[src/design/rwd_pkg.sv]
package rwd_pkg;

  localparam int unsigned WORD_W        = 64;
  localparam int unsigned MARKER_W      = 32;
  localparam int unsigned ADDR_W        = 3;
  localparam int unsigned DATA_W        = 32;
  localparam int unsigned BLOCK_ID_W    = 4;
  localparam int unsigned CHANNEL_W     = 4;
  localparam int unsigned GLOBAL_CH_W   = 8;
  localparam int unsigned TIMESTAMP_W   = 26;
  localparam int unsigned OVERFLOW_W    = 15;
  localparam int unsigned TALLY_W       = 16;
  localparam int unsigned BLOCK_TALLY_W = 32;
  localparam int unsigned REPORTED_W    = 8;

  // Block id times 16 plus channel is a plain concatenation of the two nibbles
  localparam int unsigned CHANNELS_PER_BLOCK = 16;

  localparam logic [MARKER_W-1:0] HEADER_MARKER_RST  = 32'hBB1234BB;
  localparam logic [MARKER_W-1:0] TRAILER_MARKER_RST = 32'hBB4321BB;

  localparam logic KIND_EVENT   = 1'b0;
  localparam logic KIND_TRAILER = 1'b1;

  typedef enum logic {
    REG_HEADER_MARKER  = 1'b0,
    REG_TRAILER_MARKER = 1'b1
  } reg_index_t;

  typedef enum logic [1:0] {
    CLS_EVENT   = 2'd0,
    CLS_HEADER  = 2'd1,
    CLS_TRAILER = 2'd2
  } word_class_t;

  typedef struct packed {
    word_class_t       cls;
    logic [WORD_W-1:0] word;
  } entry_t;

endpackage

[src/design/rwd_channels.sv]
interface rwd_word_if;
  logic        valid;
  logic        ready;
  logic [63:0] word;

  modport source (output valid, output word, input ready);
  modport sink (input valid, input word, output ready);
endinterface

interface rwd_record_if;
  logic        valid;
  logic        ready;
  logic        kind;
  logic [31:0] block_count;
  logic [7:0]  global_channel;
  logic [1:0]  event_kind;
  logic [25:0] coarse_time;
  logic        gain_bit;
  logic [10:0] event_number;
  logic [9:0]  charge;
  logic [9:0]  fine_time;
  logic [25:0] time_word;
  logic [7:0]  reported_channels;
  logic [15:0] counted_channels;

  modport source (
    output valid, output kind, output block_count, output global_channel,
    output event_kind, output coarse_time, output gain_bit, output event_number,
    output charge, output fine_time, output time_word, output reported_channels,
    output counted_channels, input ready
  );
  modport sink (
    input valid, input kind, input block_count, input global_channel,
    input event_kind, input coarse_time, input gain_bit, input event_number,
    input charge, input fine_time, input time_word, input reported_channels,
    input counted_channels, output ready
  );
endinterface

[src/design/rwd_front.sv]
module rwd_front (
  input  logic                                   clk,
  input  logic                                   rst,
  rwd_word_if.sink                               words,
  input  logic [rwd_pkg::MARKER_W-1:0]           header_marker,
  input  logic [rwd_pkg::MARKER_W-1:0]           trailer_marker,
  output logic                                   push_valid,
  output rwd_pkg::entry_t                        push_data,
  input  logic                                   push_ready
);

  logic                  stage_valid;
  rwd_pkg::entry_t       stage;
  rwd_pkg::word_class_t  cls;
  logic [rwd_pkg::MARKER_W-1:0] upper;

  assign upper = words.word[rwd_pkg::WORD_W-1 -: rwd_pkg::MARKER_W];

  // Header wins when both markers match
  always_comb begin
    if (upper == header_marker) begin
      cls = rwd_pkg::CLS_HEADER;
    end else if (upper == trailer_marker) begin
      cls = rwd_pkg::CLS_TRAILER;
    end else begin
      cls = rwd_pkg::CLS_EVENT;
    end
  end

  assign words.ready = !stage_valid || push_ready;
  assign push_valid  = stage_valid;
  assign push_data   = stage;

  always_ff @(posedge clk) begin
    if (rst) begin
      stage_valid <= 1'b0;
    end else if (words.ready) begin
      stage_valid <= words.valid;
    end
  end

  always_ff @(posedge clk) begin
    if (words.valid && words.ready) begin
      stage.cls  <= cls;
      stage.word <= words.word;
    end
  end

endmodule

[src/design/rwd_queue.sv]
module rwd_queue #(
  parameter int unsigned DEPTH = 4
) (
  input  logic            clk,
  input  logic            rst,
  input  logic            push_valid,
  output logic            push_ready,
  input  rwd_pkg::entry_t push_data,
  output logic            pop_valid,
  input  logic            pop_ready,
  output rwd_pkg::entry_t pop_data
);

  localparam int unsigned PTR_W = (DEPTH > 1) ? $clog2(DEPTH) : 1;
  localparam int unsigned CNT_W = $clog2(DEPTH + 1);
  localparam logic [PTR_W-1:0] LAST = PTR_W'(DEPTH - 1);

  rwd_pkg::entry_t  slots [DEPTH];
  logic [PTR_W-1:0] wr_ptr;
  logic [PTR_W-1:0] rd_ptr;
  logic [CNT_W-1:0] count;
  logic             push;
  logic             pop;

  assign push_ready = (count != CNT_W'(DEPTH));
  assign pop_valid  = (count != '0);
  assign pop_data   = slots[rd_ptr];
  assign push       = push_valid && push_ready;
  assign pop        = pop_valid && pop_ready;

  always_ff @(posedge clk) begin
    if (rst) begin
      wr_ptr <= '0;
      rd_ptr <= '0;
      count  <= '0;
    end else begin
      if (push) begin
        wr_ptr <= (wr_ptr == LAST) ? '0 : wr_ptr + 1'b1;
      end
      if (pop) begin
        rd_ptr <= (rd_ptr == LAST) ? '0 : rd_ptr + 1'b1;
      end
      if (push && !pop) begin
        count <= count + 1'b1;
      end else if (pop && !push) begin
        count <= count - 1'b1;
      end
    end
  end

  always_ff @(posedge clk) begin
    if (push) begin
      slots[wr_ptr] <= push_data;
    end
  end

endmodule

[src/design/rwd_back.sv]
module rwd_back (
  input  logic            clk,
  input  logic            rst,
  input  logic            pop_valid,
  output logic            pop_ready,
  input  rwd_pkg::entry_t pop_data,
  rwd_record_if.source    records
);

  logic [rwd_pkg::BLOCK_ID_W-1:0]    block_id, block_id_next;
  logic [rwd_pkg::TIMESTAMP_W-1:0]   timestamp, timestamp_next;
  logic [rwd_pkg::TALLY_W-1:0]       tally, tally_next, tally_inc;
  logic [rwd_pkg::BLOCK_TALLY_W-1:0] block_tally, block_tally_next;

  logic        out_valid;
  logic        emit;
  logic        pop;
  logic [63:0] w;

  logic        kind_r, kind_next;
  logic [31:0] block_count_r;
  logic [7:0]  global_channel_r, global_channel_next;
  logic [1:0]  event_kind_r, event_kind_next;
  logic [25:0] coarse_time_r, coarse_time_next;
  logic        gain_bit_r, gain_bit_next;
  logic [10:0] event_number_r, event_number_next;
  logic [9:0]  charge_r, charge_next;
  logic [9:0]  fine_time_r, fine_time_next;
  logic [25:0] time_word_r, time_word_next;
  logic [7:0]  reported_r, reported_next;
  logic [15:0] counted_r, counted_next;

  assign w         = pop_data.word;
  assign pop_ready = !out_valid || records.ready;
  assign pop       = pop_valid && pop_ready;

  // Saturate the per-block tally
  assign tally_inc = (tally == '1) ? tally : tally + 1'b1;

  always_comb begin
    block_id_next       = block_id;
    timestamp_next      = timestamp;
    tally_next          = tally;
    block_tally_next    = block_tally;
    emit                = 1'b0;
    kind_next           = rwd_pkg::KIND_EVENT;
    global_channel_next = '0;
    event_kind_next     = '0;
    coarse_time_next    = '0;
    gain_bit_next       = 1'b0;
    event_number_next   = '0;
    charge_next         = '0;
    fine_time_next      = '0;
    time_word_next      = '0;
    reported_next       = '0;
    counted_next        = '0;
    case (pop_data.cls)
      rwd_pkg::CLS_HEADER: begin
        block_id_next  = w[31:28];
        timestamp_next = w[25:0];
      end
      rwd_pkg::CLS_TRAILER: begin
        emit             = 1'b1;
        kind_next        = rwd_pkg::KIND_TRAILER;
        time_word_next   = 26'(w[rwd_pkg::OVERFLOW_W-1:0]);
        reported_next    = w[31:24];
        counted_next     = tally;
        tally_next       = '0;
        block_tally_next = block_tally + 1'b1;
      end
      rwd_pkg::CLS_EVENT: begin
        emit                = 1'b1;
        tally_next          = tally_inc;
        global_channel_next = {block_id, w[61:58]};
        event_kind_next     = w[63:62];
        coarse_time_next    = w[57:32];
        gain_bit_next       = w[31];
        event_number_next   = w[30:20];
        charge_next         = w[19:10];
        fine_time_next      = w[9:0];
        time_word_next      = timestamp;
        counted_next        = tally_inc;
      end
      default: begin
      end
    endcase
  end

  always_ff @(posedge clk) begin
    if (rst) begin
      block_id    <= '0;
      timestamp   <= '0;
      tally       <= '0;
      block_tally <= '0;
      out_valid   <= 1'b0;
    end else begin
      if (pop) begin
        block_id    <= block_id_next;
        timestamp   <= timestamp_next;
        tally       <= tally_next;
        block_tally <= block_tally_next;
      end
      if (pop_ready) begin
        out_valid <= pop_valid && emit;
      end
    end
  end

  always_ff @(posedge clk) begin
    if (pop && emit) begin
      kind_r           <= kind_next;
      block_count_r    <= block_tally;
      global_channel_r <= global_channel_next;
      event_kind_r     <= event_kind_next;
      coarse_time_r    <= coarse_time_next;
      gain_bit_r       <= gain_bit_next;
      event_number_r   <= event_number_next;
      charge_r         <= charge_next;
      fine_time_r      <= fine_time_next;
      time_word_r      <= time_word_next;
      reported_r       <= reported_next;
      counted_r        <= counted_next;
    end
  end

  assign records.valid             = out_valid;
  assign records.kind              = kind_r;
  assign records.block_count       = block_count_r;
  assign records.global_channel    = global_channel_r;
  assign records.event_kind        = event_kind_r;
  assign records.coarse_time       = coarse_time_r;
  assign records.gain_bit          = gain_bit_r;
  assign records.event_number      = event_number_r;
  assign records.charge            = charge_r;
  assign records.fine_time         = fine_time_r;
  assign records.time_word         = time_word_r;
  assign records.reported_channels = reported_r;
  assign records.counted_channels  = counted_r;

endmodule

[src/design/readout_word_deframer.sv]
// A word passes the classify stage, the queue and the output register before its record is valid.
// One word per cycle unless stalled; headers are absorbed in the back end and give no record.
// The queue between classifier and decoder lets either side stall without losing a cycle.
// Reset (rst, synchronous, active high) clears markers to their defaults, block id,
// timestamp, channel tally and block counter to zero, and empties all stages.
module readout_word_deframer #(
  parameter int unsigned QUEUE_DEPTH = 4
) (
  input  logic                         clk,
  input  logic                         rst,
  rwd_word_if.sink                     words,
  rwd_record_if.source                 records,
  input  logic                         psel,
  input  logic                         penable,
  input  logic                         pwrite,
  input  logic [rwd_pkg::ADDR_W-1:0]   paddr,
  input  logic [rwd_pkg::DATA_W-1:0]   pwdata,
  output logic [rwd_pkg::DATA_W-1:0]   prdata,
  output logic                         pready
);

  logic [rwd_pkg::MARKER_W-1:0] header_marker;
  logic [rwd_pkg::MARKER_W-1:0] trailer_marker;
  rwd_pkg::reg_index_t          reg_index;
  logic                         cfg_write;

  logic            push_valid;
  logic            push_ready;
  rwd_pkg::entry_t push_data;
  logic            pop_valid;
  logic            pop_ready;
  rwd_pkg::entry_t pop_data;

  assign pready    = 1'b1;
  assign reg_index = rwd_pkg::reg_index_t'(paddr[2]);
  assign cfg_write = psel && penable && pwrite && pready;

  always_ff @(posedge clk) begin
    if (rst) begin
      header_marker  <= rwd_pkg::HEADER_MARKER_RST;
      trailer_marker <= rwd_pkg::TRAILER_MARKER_RST;
    end else if (cfg_write) begin
      case (reg_index)
        rwd_pkg::REG_HEADER_MARKER:  header_marker  <= pwdata;
        rwd_pkg::REG_TRAILER_MARKER: trailer_marker <= pwdata;
        default: begin
        end
      endcase
    end
  end

  always_comb begin
    case (reg_index)
      rwd_pkg::REG_HEADER_MARKER:  prdata = header_marker;
      rwd_pkg::REG_TRAILER_MARKER: prdata = trailer_marker;
      default:                     prdata = '0;
    endcase
  end

  rwd_front u_front (
    .clk            (clk),
    .rst            (rst),
    .words          (words),
    .header_marker  (header_marker),
    .trailer_marker (trailer_marker),
    .push_valid     (push_valid),
    .push_data      (push_data),
    .push_ready     (push_ready)
  );

  rwd_queue #(
    .DEPTH (QUEUE_DEPTH)
  ) u_queue (
    .clk        (clk),
    .rst        (rst),
    .push_valid (push_valid),
    .push_ready (push_ready),
    .push_data  (push_data),
    .pop_valid  (pop_valid),
    .pop_ready  (pop_ready),
    .pop_data   (pop_data)
  );

  rwd_back u_back (
    .clk       (clk),
    .rst       (rst),
    .pop_valid (pop_valid),
    .pop_ready (pop_ready),
    .pop_data  (pop_data),
    .records   (records)
  );

`ifndef NO_ASSERTIONS
  a_stall_blocks_input: assert property (@(posedge clk) disable iff (rst)
    (push_valid && !push_ready) |-> !words.ready)
    else $error("input taken while classifier stage is blocked");

  a_event_counted: assert property (@(posedge clk) disable iff (rst)
    (records.valid && records.kind == rwd_pkg::KIND_EVENT) |->
      (records.counted_channels != '0 && records.reported_channels == '0))
    else $error("event record with empty tally or reported count");

  a_trailer_clean: assert property (@(posedge clk) disable iff (rst)
    (records.valid && records.kind == rwd_pkg::KIND_TRAILER) |->
      (records.global_channel == '0 && records.coarse_time == '0 &&
       records.time_word[25:rwd_pkg::OVERFLOW_W] == '0))
    else $error("trailer record carries event fields");
`endif

endmodule

[src/flat_wrapper.sv]
// flat-port wrapper written by rule: the top's interface ports become plain ports
module readout_word_deframer_flat 
#(
  parameter int unsigned QUEUE_DEPTH = 4
)
  (clk, rst, psel, penable, pwrite, paddr, pwdata, prdata, pready, words_valid, words_word, words_ready, records_valid, records_kind, records_block_count, records_global_channel, records_event_kind, records_coarse_time, records_gain_bit, records_event_number, records_charge, records_fine_time, records_time_word, records_reported_channels, records_counted_channels, records_ready);
  rwd_word_if words_i ();
  rwd_record_if records_i ();
  input  logic clk;
  input  logic rst;
  input  logic psel;
  input  logic penable;
  input  logic pwrite;
  input  logic [rwd_pkg::ADDR_W-1:0] paddr;
  input  logic [rwd_pkg::DATA_W-1:0] pwdata;
  output logic [rwd_pkg::DATA_W-1:0] prdata;
  output logic pready;
  input wire logic [$bits(words_i.valid)-1:0] words_valid;
  input wire logic [$bits(words_i.word)-1:0] words_word;
  output wire logic [$bits(words_i.ready)-1:0] words_ready;
  output wire logic [$bits(records_i.valid)-1:0] records_valid;
  output wire logic [$bits(records_i.kind)-1:0] records_kind;
  output wire logic [$bits(records_i.block_count)-1:0] records_block_count;
  output wire logic [$bits(records_i.global_channel)-1:0] records_global_channel;
  output wire logic [$bits(records_i.event_kind)-1:0] records_event_kind;
  output wire logic [$bits(records_i.coarse_time)-1:0] records_coarse_time;
  output wire logic [$bits(records_i.gain_bit)-1:0] records_gain_bit;
  output wire logic [$bits(records_i.event_number)-1:0] records_event_number;
  output wire logic [$bits(records_i.charge)-1:0] records_charge;
  output wire logic [$bits(records_i.fine_time)-1:0] records_fine_time;
  output wire logic [$bits(records_i.time_word)-1:0] records_time_word;
  output wire logic [$bits(records_i.reported_channels)-1:0] records_reported_channels;
  output wire logic [$bits(records_i.counted_channels)-1:0] records_counted_channels;
  input wire logic [$bits(records_i.ready)-1:0] records_ready;
  assign words_i.valid = words_valid;
  assign words_i.word = words_word;
  assign words_ready = words_i.ready;
  assign records_valid = records_i.valid;
  assign records_kind = records_i.kind;
  assign records_block_count = records_i.block_count;
  assign records_global_channel = records_i.global_channel;
  assign records_event_kind = records_i.event_kind;
  assign records_coarse_time = records_i.coarse_time;
  assign records_gain_bit = records_i.gain_bit;
  assign records_event_number = records_i.event_number;
  assign records_charge = records_i.charge;
  assign records_fine_time = records_i.fine_time;
  assign records_time_word = records_i.time_word;
  assign records_reported_channels = records_i.reported_channels;
  assign records_counted_channels = records_i.counted_channels;
  assign records_i.ready = records_ready;
  readout_word_deframer #(.QUEUE_DEPTH(QUEUE_DEPTH)) u_core (.clk(clk), .rst(rst), .words(words_i), .records(records_i), .psel(psel), .penable(penable), .pwrite(pwrite), .paddr(paddr), .pwdata(pwdata), .prdata(prdata), .pready(pready));
endmodule
[config.mk]
export PLATFORM = sky130hd
export DESIGN_NAME = readout_word_deframer_flat
export DESIGN_NICKNAME = d
export VERILOG_FILES = /design/src/design/rwd_pkg.sv /design/src/design/rwd_channels.sv /design/src/design/rwd_front.sv /design/src/design/rwd_queue.sv /design/src/design/rwd_back.sv /design/src/design/readout_word_deframer.sv /design/src/flat_wrapper.sv
export SDC_FILE = /design/constraint.sdc
export NUM_CORES = 1
export LEC_CHECK = 0
export BUFFER_PORTS_ARGS = -buffer_cell sky130_fd_sc_hd__buf_4
export CORE_UTILIZATION = 40
export DETAILED_ROUTE_END_ITERATION = 10
export PLACE_DENSITY = 0.62
export SLEW_MARGIN = 20
export SYNTH_ARGS = -nofsm -noshare
export SYNTH_HDL_FRONTEND = slang
export SYNTH_SLANG_ARGS = --single-unit
[constraint.sdc]
create_clock -name clk -period 8.9 [get_ports clk]
set_input_delay 0 -clock clk [delete_from_list [all_inputs] [get_ports clk]]
set_output_delay 0 -clock clk [all_outputs]
set_load 0.01 [all_outputs]
# ---- Word level (Yosys, flattened, before mapping)
# Memory sizes are Yosys's and may differ from the RTL's. A register that Yosys moved wholly into a read port is not among the register bits.
# Index checks and enable logic that the tools add are counted.
dict set report classes {
  add_sub_neg 6
  n_mul 0
  div 0
  order_cmp 0
  eq_ne 8
  n_shift 0
  muxes 16
  bitwise 1
  n_reduce_logical 25
}
# op count
set ops {}
lappend ops {{32-bit == test} 2}
lappend ops {{16-bit one-hot mux with 2 select lines} 2}
lappend ops {{32-bit one-hot mux with 2 select lines} 1}
lappend ops {{26-bit one-hot mux with 2 select lines} 1}
lappend ops {{32-bit by 1-bit adder with 32-bit output (second input constant)} 1}
lappend ops {{16-bit by 1-bit adder with 16-bit output (second input constant)} 1}
lappend ops {{16-bit == test (second input constant)} 1}
lappend ops {{16-bit two-way mux} 1}
lappend ops {{2-bit two-way mux} 5}
lappend ops {{2-bit AND reduction} 5}
lappend ops {{1-bit logical AND} 9}
lappend ops {{2-bit == test (second input constant)} 3}
lappend ops {{3-bit two-way mux} 2}
lappend ops {{2-bit by 1-bit adder with 2-bit output (second input constant)} 2}
lappend ops {{1-bit zero test} 4}
lappend ops {{1-bit two-way mux} 4}
lappend ops {{2-bit nonzero test} 2}
lappend ops {{3-bit by 1-bit adder with 3-bit output (second input constant)} 1}
lappend ops {{3-bit != test (second input constant)} 1}
lappend ops {{3-bit nonzero test} 1}
lappend ops {{3-bit by 1-bit subtractor with 3-bit output (second input constant)} 1}
lappend ops {{2-bit by 1-bit == test with 1-bit output (second input constant)} 1}
lappend ops {{2-bit zero test} 1}
lappend ops {{1-bit logical OR} 2}
lappend ops {{2 further kinds} 2}
dict set report totals {
  regBits 368
  latchBits 0
  ram_bits 264
  romBits 0
  input_bits 106
  out_inout_bits 186
  elab_cells 82
  mem_count 1
}
# name words width read_ports rd_ports_with_merged_regs wr line_no
set mem_list {}
lappend mem_list {u_core.u_queue.slots 4 66 1 1 1 rwd_queue.sv:18} ;# rwd_pkg::entry_t slots [DEPTH];

# ---- Depth between registers and ports, before layout
# Gate-level depths: netlist of run 1.
dict set report depth {
  depth_word 6
  mapped_depth 9
  ltp_nobuf 9
}

# ---- Hierarchy
# From an unflattened synthesis of run 1, not the netlist that was laid out.
dict set report unflattened {
  hier_cells 1634
  hier_area_um2 25026.5
}
# mod instances cells_per_inst area_each_um2 seq_area_each_um2
set modules_own_cells {}
lappend modules_own_cells {rwd_queue 1 392 9999.6 8107.8}
lappend modules_own_cells {rwd_back 1 795 9300.2 6115.9}
lappend modules_own_cells {readout_word_deframer 1 290 2979.1 1281.2}
lappend modules_own_cells {rwd_front 1 157 2747.6 2001.9}

# ---- Least setup slack after synthesis of run 1
# Ideal clock, no wire load.
dict set report synth_path {
  path_type {register to register}
  from {register (tool-made name)}
  to {register u_core.u_back.block_count_r[0] (netlist: u_core.u_back.records.block_count[0]) (enable)}
  setup_time_ns 1.421
  arrival_ns 4.171
  required_time_ns 7.479
  slack_ns 3.307
  stages_incl_launch_ff 7
  path_buffers 3
  synth_period_minus_slack_ns 5.593
  cell_sequence {dfxtp_1 > buf_6 > mux4_2 > buf_2 > or3_1 > clkbuf_1 > clkinv_1}
}
# item line_no
set synth_rtl {}
lappend synth_rtl {{to (signal assigned)} rwd_back.sv:112} ;# block_count_r <= block_tally;
lappend synth_rtl {{to (decl)} rwd_back.sv:21} ;# logic [31:0] block_count_r;

==> flow_metrics.py, run 1 <==
metrics = {
    "yosys": {
        "synth_top_area_share_pct": 59.1,
        "synth_top_cell_by_area": "edfxtp_1",
        "async_reset_ff_share_pct": 0,
        "syn_area_per_cell_um2": 14.7,
        "yosysWarnings": 0,
        "ys.flop_type": "edfxtp_1",
        "syn-cell-area_um2": 24400,
        "yosysSeqAreaShare_pct": 71.6,
        "synth_common_cells": "edfxtp_1, nand2_1, dfxtp_1",
        "synthTopCellsByArea": "edfxtp_1, dfxtp_1, mux4_2, nand2_1, xor2_1",
        "synth.most_common_cell": "edfxtp_1",
        "synthCells": 1666,
        "synth-edff-count": 481,
        "ys_ff_latch": 634,
        "synth.net_count": 1781,
        "yosysUniqueCellTypes": 50,
    },
    "timing": {
        "setup_viol": 0,
        "worst_pin_slew_ns": 1.09,
        "fin_setup_tns_ns": 0,
        "max_freq_ghz": 0.216,
        "hold_viol_final": 4,
        "finalCriticalPeriod_ns": 4.64,
        "finClkSkew_ns": 0.0360,
        "period_share_pct": 52.1,
        "timing.hold.ws_ns": -0.00817,
        "rsz0062_at_grt": "false",
        "slew_headroom_pct": 27.4,
        "slew_viol_final": 0,
    },
    "grt": {
        "track_usage_pct": 18.2,
        "grt_first_pass_wirelength_um": 87200,
        "antenna_found_initial": 3,
        "overflow": 0,
        "grt_max_degree": 104,
        "grt_pass1_vias": 14800,
    },
    "detailed_routing": {
        "vias": 14700,
        "wl_um": 56800,
        "drt_iter0_markers": 1073,
        "wl_met1_um": 24500,
        "dr.pass1.iters": 5,
        "drt-wirelength-per-cell_um": 19.7,
        "drc_errors": 0,
        "antenna_left": 0,
        "met3WireLength_um": 2860,
        "top_layer": "met4",
        "viasPerCell": 5.10,
        "met2_length_um": 28500,
    },
    "outcome": {
        "status": "complete, but fails checks",
        "violations": "negative hold slack",
    },
    "placement": {
        "gp_congestion": 0.802,
        "dp_hpwl_um": 34700,
        "place_area_um2": 27400,
        "io_buffers": 288,
    },
    "die": {
        "start_util_pct": 40.5,
        "num_rows": 90,
        "core_um2": 60400,
        "ios": 292,
        "die_h_um": 249,
        "die_width_um": 249,
        "dieArea_um2": 62100,
    },
    "power": {
        "leakage_uw": 0.0108,
        "total_power_uw": 8810,
        "peakVddDrop_v": 0.000212,
        "p_per_area_nw_per_um2": 288,
    },
    "clock_network": {
        "cts_buffers": 68,
        "cts_tree": "done",
        "postCtsSetupBuffers": 0,
        "ctsResizeCount": 0,
        "clkTransAtPathRegs_ns": 0.06,
        "clock_sinks": 634,
        "insertion_delay_ns": 0.60,
        "htreeDepth": 3,
        "cts_max_path_buffers": 3,
        "clockRootBuffer": "clkbuf_16",
    },
    "worst_hold_path": {
        "min_path_type": "primary input to flip-flop",
    },
    "cells_and_area": {
        "post-route-cell-area_um2": 30600,
        "syn_to_final_growth_pct": 25.3,
        "drive_above_1_share_pct": 24.6,
        "nets": 2164,
        "n_fill_cell": 5093,
    },
    "worst_setup_path": {
        "cp.required_ns": 9.13,
        "crit_chain": "mux4_2 > buf_4 > or3_1 > inv_6 > buf_4",
        "cp-end-kind": "flip-flop",
        "critPathMaxStageDelay_ns": 0.83,
        "startpoint_type": "flip-flop",
        "path_class": "flip-flop to flip-flop",
        "rrSetupSlack_ns": 4.26,
        "crit_family": "buffers and inverters",
        "critical_path.max_fanout": 103,
        "crit_slowest_cell": "dfxtp_4",
        "path_buf_inv": 3,
        "cpMostUsedCell": "buf_4",
        "arrival_ns": 4.87,
    },
    "job": {
        "cap_violations": 0,
    },
}
-- final timing paths --
kind                                             from                                            end  depth (start not counted)
max                                         flip-flop  u_core.u_back.records.charge[9]$_SDFFCE_PP0P_                          5
min                                               rst     u_core.u_back.block_tally[18]$_SDFFE_PP0P_                          2
max reg2reg                                 flip-flop  u_core.u_back.records.charge[9]$_SDFFCE_PP0P_                          5
min reg2reg  u_core.u_back.timestamp[24]$_SDFFE_PP0P_       u_core.u_back.timestamp[24]$_SDFFE_PP0P_                          2
-- repair_timing --
action | CTS | global route
hold buffers | 98 | 0
endpoints found under the hold margin | 130 | 0
setup endpoints to repair | 0 | 0
-- per-stage QoR --
stage / std cells / worst slack, ns / utilization (%)
detailed placement: 2662 / 4.15 / 45.4
finish: 2888 / 4.26 / 50.8
CTS: 2884 / 4.14 / 50.7
floorplan: 1666 / 3.31 / -
global route: 2888 / 3.92 / 50.8
global placement: 2662 / 4.25 / 45.4
-- area by class of cell --
cell class              count  area, um^2  area share, %
flip-flops and latches    634       17500           57.2
multi-input cells         931        6580           21.5
repair buffers            402        3290           10.7
clock buffers              98        1960           6.39
well taps                 782         978           3.19
clock inverters            26         256          0.837
inverters                  12        50.0          0.163
diodes                      3        7.51         0.0245
-- per-layer routing --
metal  vias up  track usage [%]
met5         -                0
met4         0             5.78
met3        63             3.50
met2       395             31.0
met1      7353             23.5
li1       6907                -
-- power breakdown --
part           internal [uW]  leakage, uW  switching, uW  total (uW)
clock                   1650      0.00109           1120        2780
sequential              3780      0.00574            223        4000
combinational            878      0.00396           1150        2030
total                   6310       0.0108           2500        8810
-- sequential cells by signal, summed over array words and instances (netlist names), 11 cells and up, named ones only --
signal                                  cells
u_core.header_marker                       32
u_core.trailer_marker                      32
u_core.u_back.block_tally                  32
u_core.u_back.records.block_count          32
u_core.u_back.records.coarse_time          26
u_core.u_back.records.counted_channels     16
u_core.u_back.records.event_number         11
u_core.u_back.records.time_word            26
u_core.u_back.tally                        16
u_core.u_back.timestamp                    26
u_core.u_front.push_data                   66
u_core.u_queue.slots                      264
-- layout by cell type, fill, tap and decap left out, types with 7 or more instances in the layout --
master         netlist  final
mux2_2              33     33
clkbuf_8             0     10
and3_1               8      8
nand2_1            238    238
dlygate4sd3_1        0     98
nor2b_1              9      9
nand4_1             27     27
xnor2_1             15     15
nand3b_1            36     36
inv_1               11     11
mux4_2              66     66
and2_1              87     83
nand3_1             23     23
nor3_1              16     16
ha_1                 8      8
o21ai_0             22     22
nor2_1              61     58
xor2_1              81     81
clkbuf_1            73     18
nor4_1              27     27
a21oi_1            114    114
clkinv_1             1      8
a31oi_1              8      7
or3_1               17     17
clkinv_2             0      7
buf_4                1    302
edfxtp_1           481    481
clkbuf_16            0     70
dfxtp_1            153    151
-- worst reg2reg max path, delay by kind of cell, from the launching register on --
family | cells | cell delay, ns
simple gates | 1 | 0.81
flops | 1 | 0.83
mux | 1 | 0.59
buf+inv | 3 | 1.96
-- logic make-up after synthesis --
kind of cell             after synthesis  share of synthesized area [%]
flip-flops                           634                           71.6
AND/OR/NAND/NOR                      567                           11.7
AO/OA/AOI/OAI                        153                           3.29
multiplexers                         105                           7.85
buffers and inverters                101                           1.64
XOR/XNOR                              96                           3.44
adder cells (fa/ha/maj)                9                          0.491
other                                  1                         0.0153
No activity file was read; power rests on OpenSTA's default activity.
==> run 2, diff against run 1 <==
Clock period 8.9 ns to 4.29 ns, I/O delays scaled along.
==> run 2 against run 1 <==
  * The run now ends clean
  * First-iteration DRC count fell by 16%
  * Critical path depth down 1
  * Register-to-register slack worse by 3.2 ns
  * Worst hold slack improved by 0.078 ns
  * Clock skew down 0.015 ns
  * Critical endpoint is now u_core.u_back.records.block_count[6]$_DFFE_PP_
==> flow_metrics.py, run 2 (synthesis gave the netlist of run 1 again) <==
metrics = {
    "outcome": {
        "status": "complete, no violations",
    },
    "placement": {
        "gp_congestion": 0.801,
        "place_area_um2": 27500,
        "io_buffers": 288,
        "pre_cts_ws_ns": 1.04,
        "dp_hpwl_um": 36000,
    },
    "cells_and_area": {
        "nets": 2175,
        "syn_to_final_growth_pct": 25.9,
        "regMostFlops": "u_core.u_queue.slots",
        "drive_above_1_share_pct": 25.2,
        "fin_util_pct": 51.0,
        "final_common_cell": "edfxtp_1",
        "largest_reg_flops": 264,
        "post-route-cell-area_um2": 30800,
        "final_cell_mix": "edfxtp_1, buf_4, nand2_1",
    },
    "clock_network": {
        "htreeDepth": 3,
        "cts_tree": "done",
        "cts_buffers": 67,
        "clockRootBuffer": "clkbuf_16",
        "insertion_delay_ns": 0.59,
        "postCtsSetupBuffers": 0,
        "clock_sinks": 634,
        "clkTransAtPathRegs_ns": 0.06,
        "cts_max_path_buffers": 3,
    },
    "detailed_routing": {
        "drc_errors": 0,
        "dr.pass1.iters": 6,
        "viasPerCell": 5.05,
        "drt_iter0_markers": 904,
        "vias": 14600,
        "antenna_left": 0,
        "wl_um": 57200,
        "drt-wirelength-per-cell_um": 19.8,
    },
    "timing": {
        "max_freq_ghz": 0.314,
        "finClkSkew_ns": 0.0208,
        "finalCriticalPeriod_ns": 3.19,
        "hold_viol_final": 0,
        "worst_pin_slew_ns": 1.05,
        "fin_setup_tns_ns": 0,
        "setup_slack_ns": 1.10,
        "setup_viol": 0,
        "slew_headroom_pct": 29.2,
        "rsz0062_at_grt": "false",
        "period_share_pct": 74.3,
        "slew_viol_final": 0,
    },
    "worst_setup_path": {
        "crit_family": "buffers and inverters",
        "arrival_ns": 3.44,
        "critical_path.max_fanout": 46,
        "crit_chain": "mux4_2 > or3_1 > inv_6 > buf_4",
        "cp.required_ns": 4.54,
        "critPathMaxStageDelay_ns": 0.80,
        "crit_slowest_cell": "or3_1",
        "cp-end-kind": "flip-flop",
        "startpoint_type": "flip-flop",
        "path_buf_inv": 2,
        "path_class": "flip-flop to flip-flop",
    },
    "power": {
        "total_power_uw": 18500,
        "p_per_area_nw_per_um2": 601,
        "leakage_uw": 0.0109,
        "peakVddDrop_v": 0.000309,
    },
    "die": {
        "ios": 292,
        "start_util_pct": 40.5,
        "die_h_um": 249,
        "die_width_um": 249,
        "num_rows": 90,
        "dieArea_um2": 62100,
        "core_um2": 60400,
    },
    "worst_hold_path": {
        "min_path_type": "primary input to flip-flop",
    },
    "grt": {
        "overflow": 0,
        "antenna_found_initial": 0,
        "grt_pass1_vias": 14900,
        "grt_max_degree": 70,
        "track_usage_pct": 18.5,
        "grt_first_pass_wirelength_um": 87800,
    },
    "job": {
        "cap_violations": 0,
    },
}
-- run 2: worst paths after layout --
check,start,endpoint,slack [ns],cells after the start
min,penable,u_core.trailer_marker[11]$_SDFFE_PP0P_,0.07,5
max reg2reg,flip-flop,u_core.u_back.records.block_count[6]$_DFFE_PP_,1.10,4
min reg2reg,u_core.u_back.timestamp[0]$_SDFFE_PP0P_,u_core.u_back.timestamp[0]$_SDFFE_PP0P_,0.45,2
max,flip-flop,u_core.u_back.records.block_count[6]$_DFFE_PP_,1.10,4
-- run 2: per-layer routing --
layer	up-vias	part of all wire [%]	global-route usage [%]
met1	7270	42	23.6
met4	0	1.8	5.91
li1	6909	-	-
met2	379	51	31.6
met3	65	5.2	3.70
met5	-	0	0
-- run 2: timing repair --
action / 4_1_cts / 5_1_grt
hold endpoints to repair: 174 / 0
gates resized for setup: 0 / 0
hold buffers: 99 / 0
-- run 2: stage by stage --
stage               std cells  hold WS [ns]
floorplan                1666        0.0989
global placement         2674         0.179
detailed placement       2674         0.180
CTS                      2895        0.0251
global route             2895        0.0877
finish                   2896        0.0699
-- run 2: final cells by class --
| type | count | area (um^2) |
|---|---|---|
| tap | 782 | 978 |
| clock buffer | 95 | 1950 |
| timing repair buffer | 414 | 3400 |
| fill | 5053 | 29600 |
| antenna | 1 | 2.50 |
| sequential | 634 | 17500 |
| multi-input combinational | 931 | 6580 |
| inverter | 12 | 50.0 |
| clock inverter | 27 | 303 |
-- run 2: worst register-to-register path, cell delays in order (launching register included) --
cell and delay [ns]:
dfxtp_4 0.35, mux4_2 0.75, or3_1 0.81, inv_6 0.52
buf_4 0.41
-- run 2: power breakdown --
part,leakage [uW],internal (uW),switching (uW),total [uW]
registers,0.00574,7820,386,8210
clock network,0.00111,3540,2340,5880
logic,0.00402,1890,2510,4400
total,0.0109,13300,5240,18500
